===== config.mk =====
export PLATFORM = sky130hd
export DESIGN_NAME = rhcm_hash
export DESIGN_NICKNAME = d
export VERILOG_FILES = /design/src/rtl/rhcm_pkg.sv /design/src/rtl/rhcm_mul64.sv /design/src/rtl/rhcm_hash.sv
export SDC_FILE = /design/constraint.sdc
export NUM_CORES = 2
export LEC_CHECK = 0
export ABC_AREA = 0
export BUFFER_PORTS_ARGS = -buffer_cell sky130_fd_sc_hd__buf_2
export CAP_MARGIN = 20
export CELL_PAD_IN_SITES_DETAIL_PLACEMENT = 0
export CELL_PAD_IN_SITES_GLOBAL_PLACEMENT = 1
export CORE_MARGIN = 4
export CORE_UTILIZATION = 40
export CTS_BUF_LIST = sky130_fd_sc_hd__clkbuf_2
export CTS_CLUSTER_DIAMETER = 120
export DETAILED_ROUTE_END_ITERATION = 16
export PLACE_DENSITY = 0.64
export RECOVER_POWER = 50
export SETUP_SLACK_MARGIN = 0.02
export SYNTH_ARGS = -nofsm -noshare
export SYNTH_HDL_FRONTEND = slang
export SYNTH_SLANG_ARGS = --single-unit
export TNS_END_PERCENT = 5

===== constraint.sdc =====
create_clock -name clock -period 16.1 [get_ports clock]
set_input_delay 0.805 -clock clock [delete_from_list [all_inputs] [get_ports clock]]
set_output_delay 0.805 -clock clock [all_outputs]
set_load 0.03 [all_outputs]

===== src/rtl/rhcm_pkg.sv =====
// Shared constants, opcodes, status codes and hash mixing constants for the coordinate map.
package rhcm_pkg;

   localparam int SLOTS_DEFAULT = 1024;
   localparam int ID_W = 10;
   localparam int STATUS_W = 2;
   localparam int OP_W = 2;
   localparam int KEY_W = 64;
   localparam int HALF_W = 32;

   localparam logic [OP_W-1:0] OP_LOOKUP = 2'd0;
   localparam logic [OP_W-1:0] OP_INSERT = 2'd1;
   localparam logic [OP_W-1:0] OP_REMOVE = 2'd2;

   localparam logic [STATUS_W-1:0] ST_OK = 2'd0;
   localparam logic [STATUS_W-1:0] ST_NOT_FOUND = 2'd1;
   localparam logic [STATUS_W-1:0] ST_DUPLICATE = 2'd2;
   localparam logic [STATUS_W-1:0] ST_NO_ID = 2'd3;

   localparam logic [63:0] MIX_C1 = 64'hBF58476D1CE4E5B9;
   localparam logic [63:0] MIX_C2 = 64'h94D049BB133111EB;

endpackage


===== src/rtl/rhcm_mul64.sv =====
// Multi-cycle 64 by 64 bit multiplier, low 64 bits of the product, 16-bit digits.
module rhcm_mul64
   import rhcm_pkg::*;
(
   input  logic        clock,
   input  logic        reset,
   input  logic        start,
   input  logic [63:0] op_a,
   input  logic [63:0] op_b,
   output logic        done,
   output logic [63:0] product
);

   logic [63:0] a_ff, a_in;
   logic [63:0] b_ff, b_in;
   logic [63:0] acc_ff, acc_in;
   logic [2:0]  cnt_ff, cnt_in;
   logic        busy_ff, busy_in;
   logic        done_ff, done_in;
   logic [79:0] part;

   // Each step multiplies a by one 16-bit digit of b and shifts a up one digit.
   assign part = a_ff * {64'd0, b_ff[15:0]};

   always_comb begin
      a_in = a_ff;
      b_in = b_ff;
      acc_in = acc_ff;
      cnt_in = cnt_ff;
      busy_in = busy_ff;
      done_in = 1'b0;
      if (start) begin
         a_in = op_a;
         b_in = op_b;
         acc_in = '0;
         cnt_in = '0;
         busy_in = 1'b1;
      end else if (busy_ff) begin
         acc_in = acc_ff + part[63:0];
         a_in = {a_ff[47:0], 16'd0};
         b_in = {16'd0, b_ff[63:16]};
         cnt_in = cnt_ff + 3'd1;
         if (cnt_ff == 3'd3) begin
            busy_in = 1'b0;
            done_in = 1'b1;
         end
      end
   end

   always_ff @(posedge clock) begin
      if (reset) begin
         busy_ff <= 1'b0;
         done_ff <= 1'b0;
         cnt_ff <= '0;
      end else begin
         busy_ff <= busy_in;
         done_ff <= done_in;
         cnt_ff <= cnt_in;
      end
      a_ff <= a_in;
      b_ff <= b_in;
      acc_ff <= acc_in;
   end

   assign done = done_ff;
   assign product = acc_ff;

endmodule


===== src/rtl/rhcm_hash.sv =====
// Splitmix64 finalizer computed over several cycles with one shared multiplier.
module rhcm_hash
   import rhcm_pkg::*;
(
   input  logic        clock,
   input  logic        reset,
   input  logic        start,
   input  logic [63:0] key,
   output logic        done,
   output logic [63:0] hash
);

   logic        mstart;
   logic [63:0] ma, mb;
   logic        mdone;
   logic [63:0] mprod;
   logic        second_ff, second_in;
   logic        done_ff, done_in;
   logic [63:0] hash_ff, hash_in;

   rhcm_mul64 u_mul (
      .clock   (clock),
      .reset   (reset),
      .start   (mstart),
      .op_a    (ma),
      .op_b    (mb),
      .done    (mdone),
      .product (mprod)
   );

   always_comb begin
      mstart = 1'b0;
      ma = key ^ (key >> 30);
      mb = MIX_C1;
      second_in = second_ff;
      done_in = 1'b0;
      hash_in = hash_ff;
      if (start) begin
         mstart = 1'b1;
         second_in = 1'b0;
      end else if (mdone && !second_ff) begin
         mstart = 1'b1;
         ma = mprod ^ (mprod >> 27);
         mb = MIX_C2;
         second_in = 1'b1;
      end else if (mdone && second_ff) begin
         hash_in = mprod ^ (mprod >> 31);
         done_in = 1'b1;
         second_in = 1'b0;
      end
   end

   always_ff @(posedge clock) begin
      if (reset) begin
         second_ff <= 1'b0;
         done_ff <= 1'b0;
      end else begin
         second_ff <= second_in;
         done_ff <= done_in;
      end
      hash_ff <= hash_in;
   end

   assign done = done_ff;
   assign hash = hash_ff;

endmodule


* Word level (Yosys, flattened, before mapping) *
Cells that the tools add are included.

operators by class
  $add $sub $neg = 2
  $mul = 1
  divide/modulo/power cells = 0
  order comparisons = 0
  equality and inequality tests = 1
  shift operators = 0
  mux-type cells = 17
  bitwise logic cells = 6
  reductions and logical operators = 10

operators with widths
  cell                                                  number
  two-way mux 64 bit                                    7
  adder 64 bit                                          1
  multiplier 64 x 16 -> 64 bit                          1
  XOR 64 x 33 -> 64 bit                                 1
  XOR 64 x 34 -> 64 bit                                 1
  XOR 64 x 37 -> 64 bit                                 1
  two-way mux 62 bit                                    1
  two-way mux 1 bit                                     9
  OR reduction 3 bit                                    2
  nonzero test 2 bit                                    2
  OR reduction 2 bit                                    2
  adder 3 x 1 -> 3 bit (second input constant)          1
  equality test 3 x 2 -> 1 bit (second input constant)  1
  inverter 1 bit                                        3
  AND reduction 3 bit                                   1
  logical AND 1 bit                                     2
  logical NOT 1 bit                                     1

storage, ports and cells
  bits in registers = 263
  latch bits = 0
  RAM bits = 0
  memory bits (read-only) = 0
  input port bits = 67
  output and inout bits = 65
  memories kept = 0

* Logic depth before layout (Yosys ltp) *
  word-level depth = 5
  depth in mapped cells = 26
  gate-level depth less buffers = 24

* Cells and area by module *
Synthesis repeated with hierarchy kept, for this count alone.

unflattened totals
  cells, all modules = 4,212
  area total of the unflattened synthesis = 40,211.1 um^2

by module, submodules not included
  module      times used  cells an instance  area each (um^2)  sequential area each (um^2)
  rhcm_mul64  1           3,961              36,450.0          5,225.0
  rhcm_hash   1           251                3,761.1           1,961.9

* Least setup slack after synthesis *
Ideal clock, no wire load.

  path type = reg2reg
  from = register u_mul.b_ff[7]
  to = register u_mul.acc_ff[63], in the netlist u_mul.product[63]
  arrival = 6.367 ns
  data required time = 16.009 ns
  setup slack = 9.642 ns
  stages on the path, launching flop included = 26
  period minus slack after synthesis = 6.458 ns
  path through = edfxtp_1 clkbuf_1 clkbuf_1 nand2_1 fa_1 inv_1 fa_1 inv_1 fa_1 inv_1 fa_1 fa_1 inv_1 fa_1 inv_1 ha_1 a21oi_1 o21ai_0 a32o_1 nor3b_2 nand2_1 a32o_1 o21ai_2 a211oi_1 or3_1 a311oi_1

between the ends
  word-level cells in the longest chain between the ends = 2

ends and longest elaborated chain
  what                          line              source
  start: declaration            rhcm_mul64.sv:15  logic [63:0] b_ff, b_in;
  start signal: assignment      rhcm_mul64.sv:61  b_ff <= b_in;
  multiplier 64 x 16 -> 64 bit  rhcm_mul64.sv:23  assign part = a_ff * {64'd0, b_ff[15:0]};
  adder 64 bit                  rhcm_mul64.sv:39  acc_in = acc_ff + part[63:0];
  end signal: assignment        rhcm_mul64.sv:62  acc_ff <= acc_in;
  end: declaration              rhcm_mul64.sv:16  logic [63:0] acc_ff, acc_in;

Every way passes these cells.
A chain may end at the register's enable or synchronous reset.

* Worst setup path in the final report *
  from = register u_mul.b_ff[5]
  to = register u_mul.acc_ff[61], in the netlist u_mul.product[61]

The elaborated chain is that of the path after synthesis.

==> summary.md <==
| Metric | Value |
|---|---|
| Initial antenna violation count | `8` |
| First-pass GRT wire length | `194 mm` |
| Status | `finished with violations` |
| Mapped cell area | `38900 um2` |
| Data required time at the worst endpoint | `16.94 ns` |
| Slew margin rel. | `-1.38` |
| CTS Buf Count | `68` |
| 1st-pass router iterations | `6` |
| Worst reg2reg setup slack | `8.07 ns` |
| Syn_nets | `5250` |
| RSZ-0062 raised after global routing | `false` |
| Fraction of synthesized area in multiplexers | `0.0165` |
| Post-Syn Instances | `4267` |
| Max Cap Viol | `5` |
| Register area share after synthesis | `0.168` |
| Hold Crit Class | `in2reg` |
| Vias per inst | `5.10` |
| Setup crit end kind | `flip-flop` |
| Vias in the first global route | `30670` |
| Final Max Slew Viols | `265` |
| Clock sinks | `241` |
| Netlist cell types | `65` |
| Clk buf depth | `3` |
| Post-DP HPWL | `95.5 mm` |
| CP Launch Type | `flip-flop` |
| Wirelength per Cell | `22.5 um` |
| Area share of xor/xnor cells in the synthesized design | `0.0412` |
| Layout net count | `5277` |
| Clk_lat worst skew | `1.08 ns` |
| Final hold vios | `0` |
| Post-synth EDFFs | `170` |
| Area growth from synthesis to layout | `6.66%` |
| Top_reg_cell synth | `edfxtp_1` |
| WL final | `126 mm` |
| Routed vias | `28732` |
| Avg Synthesized Cell Area | `9.11 um2` |
| Synth Area in Compound Gates | `0.0544` |
| Synthesized flop and latch total | `241` |
| Setup violations, final | `0` |
| DRT antenna net count | `0` |
| Worst slew pin tran | `3.57 ns` |
| Die ar. | `102000 um2` |
| Kind of critical path | `reg2reg` |
| Clock skew | `0.102 ns` |
| Largest net degree at the start of global routing | `78` |
| # DRC | `0` |
| All-Layer GR Usage | `0.252` |
| Adder-cell share of the synthesized area | `0.452` |
| CP arrival | `8.88 ns` |
| Fraction of layout cells with a size suffix above 1 | `0.0720` |
| Largest family of logic cells by synthesized area | `adder cells` |
| Worst path most repeated cell | `fa_1` |
| Overall die height | `320 um` |
| Seq. cell area | `6530 um2` |
| Htree depth | `3` |
| Cell chain of the critical path | `buf_4 > nand2_1 > fa_1 > inv_1 > fa_1 > inv_1 > fa_1 > inv_1 > fa_1 > fa_1 > inv_1 > fa_1 > inv_1 > ha_1 > a21oi_1 > o21ai_0 > a2111oi_0 > o211ai_1 > a311oi_1 > o21ai_1 > a21oi_1 > xnor2_1 > mux2i_1 > nor2_1` |
| I/O pins | `132` |
| CP max FO | `45` |
| Iter 0 DRT Violations | `2246` |
| Core area | `96600 um2` |
| Rows | `114` |
| Final period util | `0.499` |
| Clock slew at reported path FFs | `0.12 ns` |
| YS warnings | `0` |
| Failing checks | `max-capacitance violations, max-slew violations` |
| Final min period | `8.03 ns` |
| Asr flop ratio synth | `0` |
| Max Freq | `124 MHz` |
| Fillers | `9753` |
| Global route total overflow | `0` |
| GPL Wtd Cong | `0.909` |
| Die width | `320 um` |
| Critical path's slowest cell | `a2111oi_0` |
| Starting Density | `0.403` |
| Root buf cell | `clkbuf_2` |
| Post-route setup TNS | `0 ns` |
| Area of the multi-input gates | `27500 um2` |
| Crit-path max cell delay | `0.77 ns` |
| CTS tree | `built` |
| PortBufs | `131` |
| Simple-Gate Fraction of Synth Area | `0.143` |
worst max-delay path, delay by kind of cell (launching register included):
kind            cells  cell delay [ns]
buf+inv             6             0.94
xor+xnor            1             0.08
compound gates      7             2.23
fa+ha+maj           7             3.39
flops               1             0.74
mux                 1             0.13
simple gates        2             0.21
per-stage QoR:
step | utilization | area [um2] | instances | hold WS (ns) | worst slack [ns]
after floorplan | - | 38900 | 4267 | 0.406 | 9.64
after detailed placement | 0.421 | 40600 | 5484 | 0.479 | 8.25
final | 0.429 | 41500 | 5630 | 0.138 | 8.07
after global placement | 0.421 | 40600 | 5484 | 0.471 | 8.25
after global routing | 0.429 | 41500 | 5629 | 0.0467 | 7.69
after CTS | 0.430 | 41500 | 5626 | 0.00993 | 8.15
routing by layer:
layer | routed length (um) | global-route usage | share of wire
met5 | 0 | 0 | 0
met4 | 3660 | 0.0669 | 0.029
met2 | 58800 | 0.408 | 0.46
met1 | 54800 | 0.357 | 0.43
met3 | 9230 | 0.0375 | 0.073
final timing paths:
check | startpoint | end | cells past startpoint
worst max-delay path | u_mul.b_ff[5] | u_mul.product[61] | 24
worst min-delay path | key[35] | u_mul.a_ff[35] | 3
worst max register to register | u_mul.b_ff[5] | u_mul.product[61] | 24
worst min register to register | second_ff | done | 2
placed cells by master (no fill, tap or decap), drive strengths merged, types with 92 or more instances in the layout:
cell type / instances
o21ai: 92
xor2: 106
nand2: 758
fa: 814
buf: 170
clkbuf: 118
ha: 102
nor2: 112
inv: 1053
edfxtp: 170
a21oi: 106
and2: 268
cell families after synthesis:
group,Yosys count
adder cells (fa/ha/maj),916
multiplexers,64
AO/OA/AOI/OAI,330
buffers and inverters,1290
flip-flops,241
AND/OR/NAND/NOR,1243
XOR/XNOR,183
state kept, by name (all words and copies together) (netlist names):
signal and flops:
done 1, u_mul.b_ff 42, hash 64, second_ff 1, u_mul.done 1, u_mul.a_ff 64, u_mul.cnt_ff 3, u_mul.product 64
u_mul.busy_ff 1
cell usage after synthesis (all sizes together), types with 19 or more instances:
master	count	area (um2)
a21o	28	210
xnor2	77	674
nor3	19	95.1
inv	1051	3950
edfxtp	170	5100
dfxtp	71	1420
fa	814	16300
ha	102	1280
nand2	758	2850
a21oi	106	534
xor2	106	928
or3	22	138
mux2i	63	631
o21ai	92	468
clkbuf	232	871
and2	268	1680
nor2	112	420
timing repair:
item / 4_1_cts / 5_1_grt
setup buffers: 0 / 0
hold buffers: 16 / 0
resized for setup: 0 / 0
endpoints found under the hold margin: 22 / 0
cell type report:
cell class              count  share of cell area
diodes                      4            0.000241
clock buffers             108              0.0130
clock inverters            18             0.00429
inverters                1051              0.0952
multi-input cells        2736               0.663
flip-flops and latches    241               0.157
well taps                1276              0.0385
repair buffers            196              0.0278
Power is left out: the tool's default activity adds up to more than one toggle a clock period on the data nets, which glitch-free logic cannot reach.
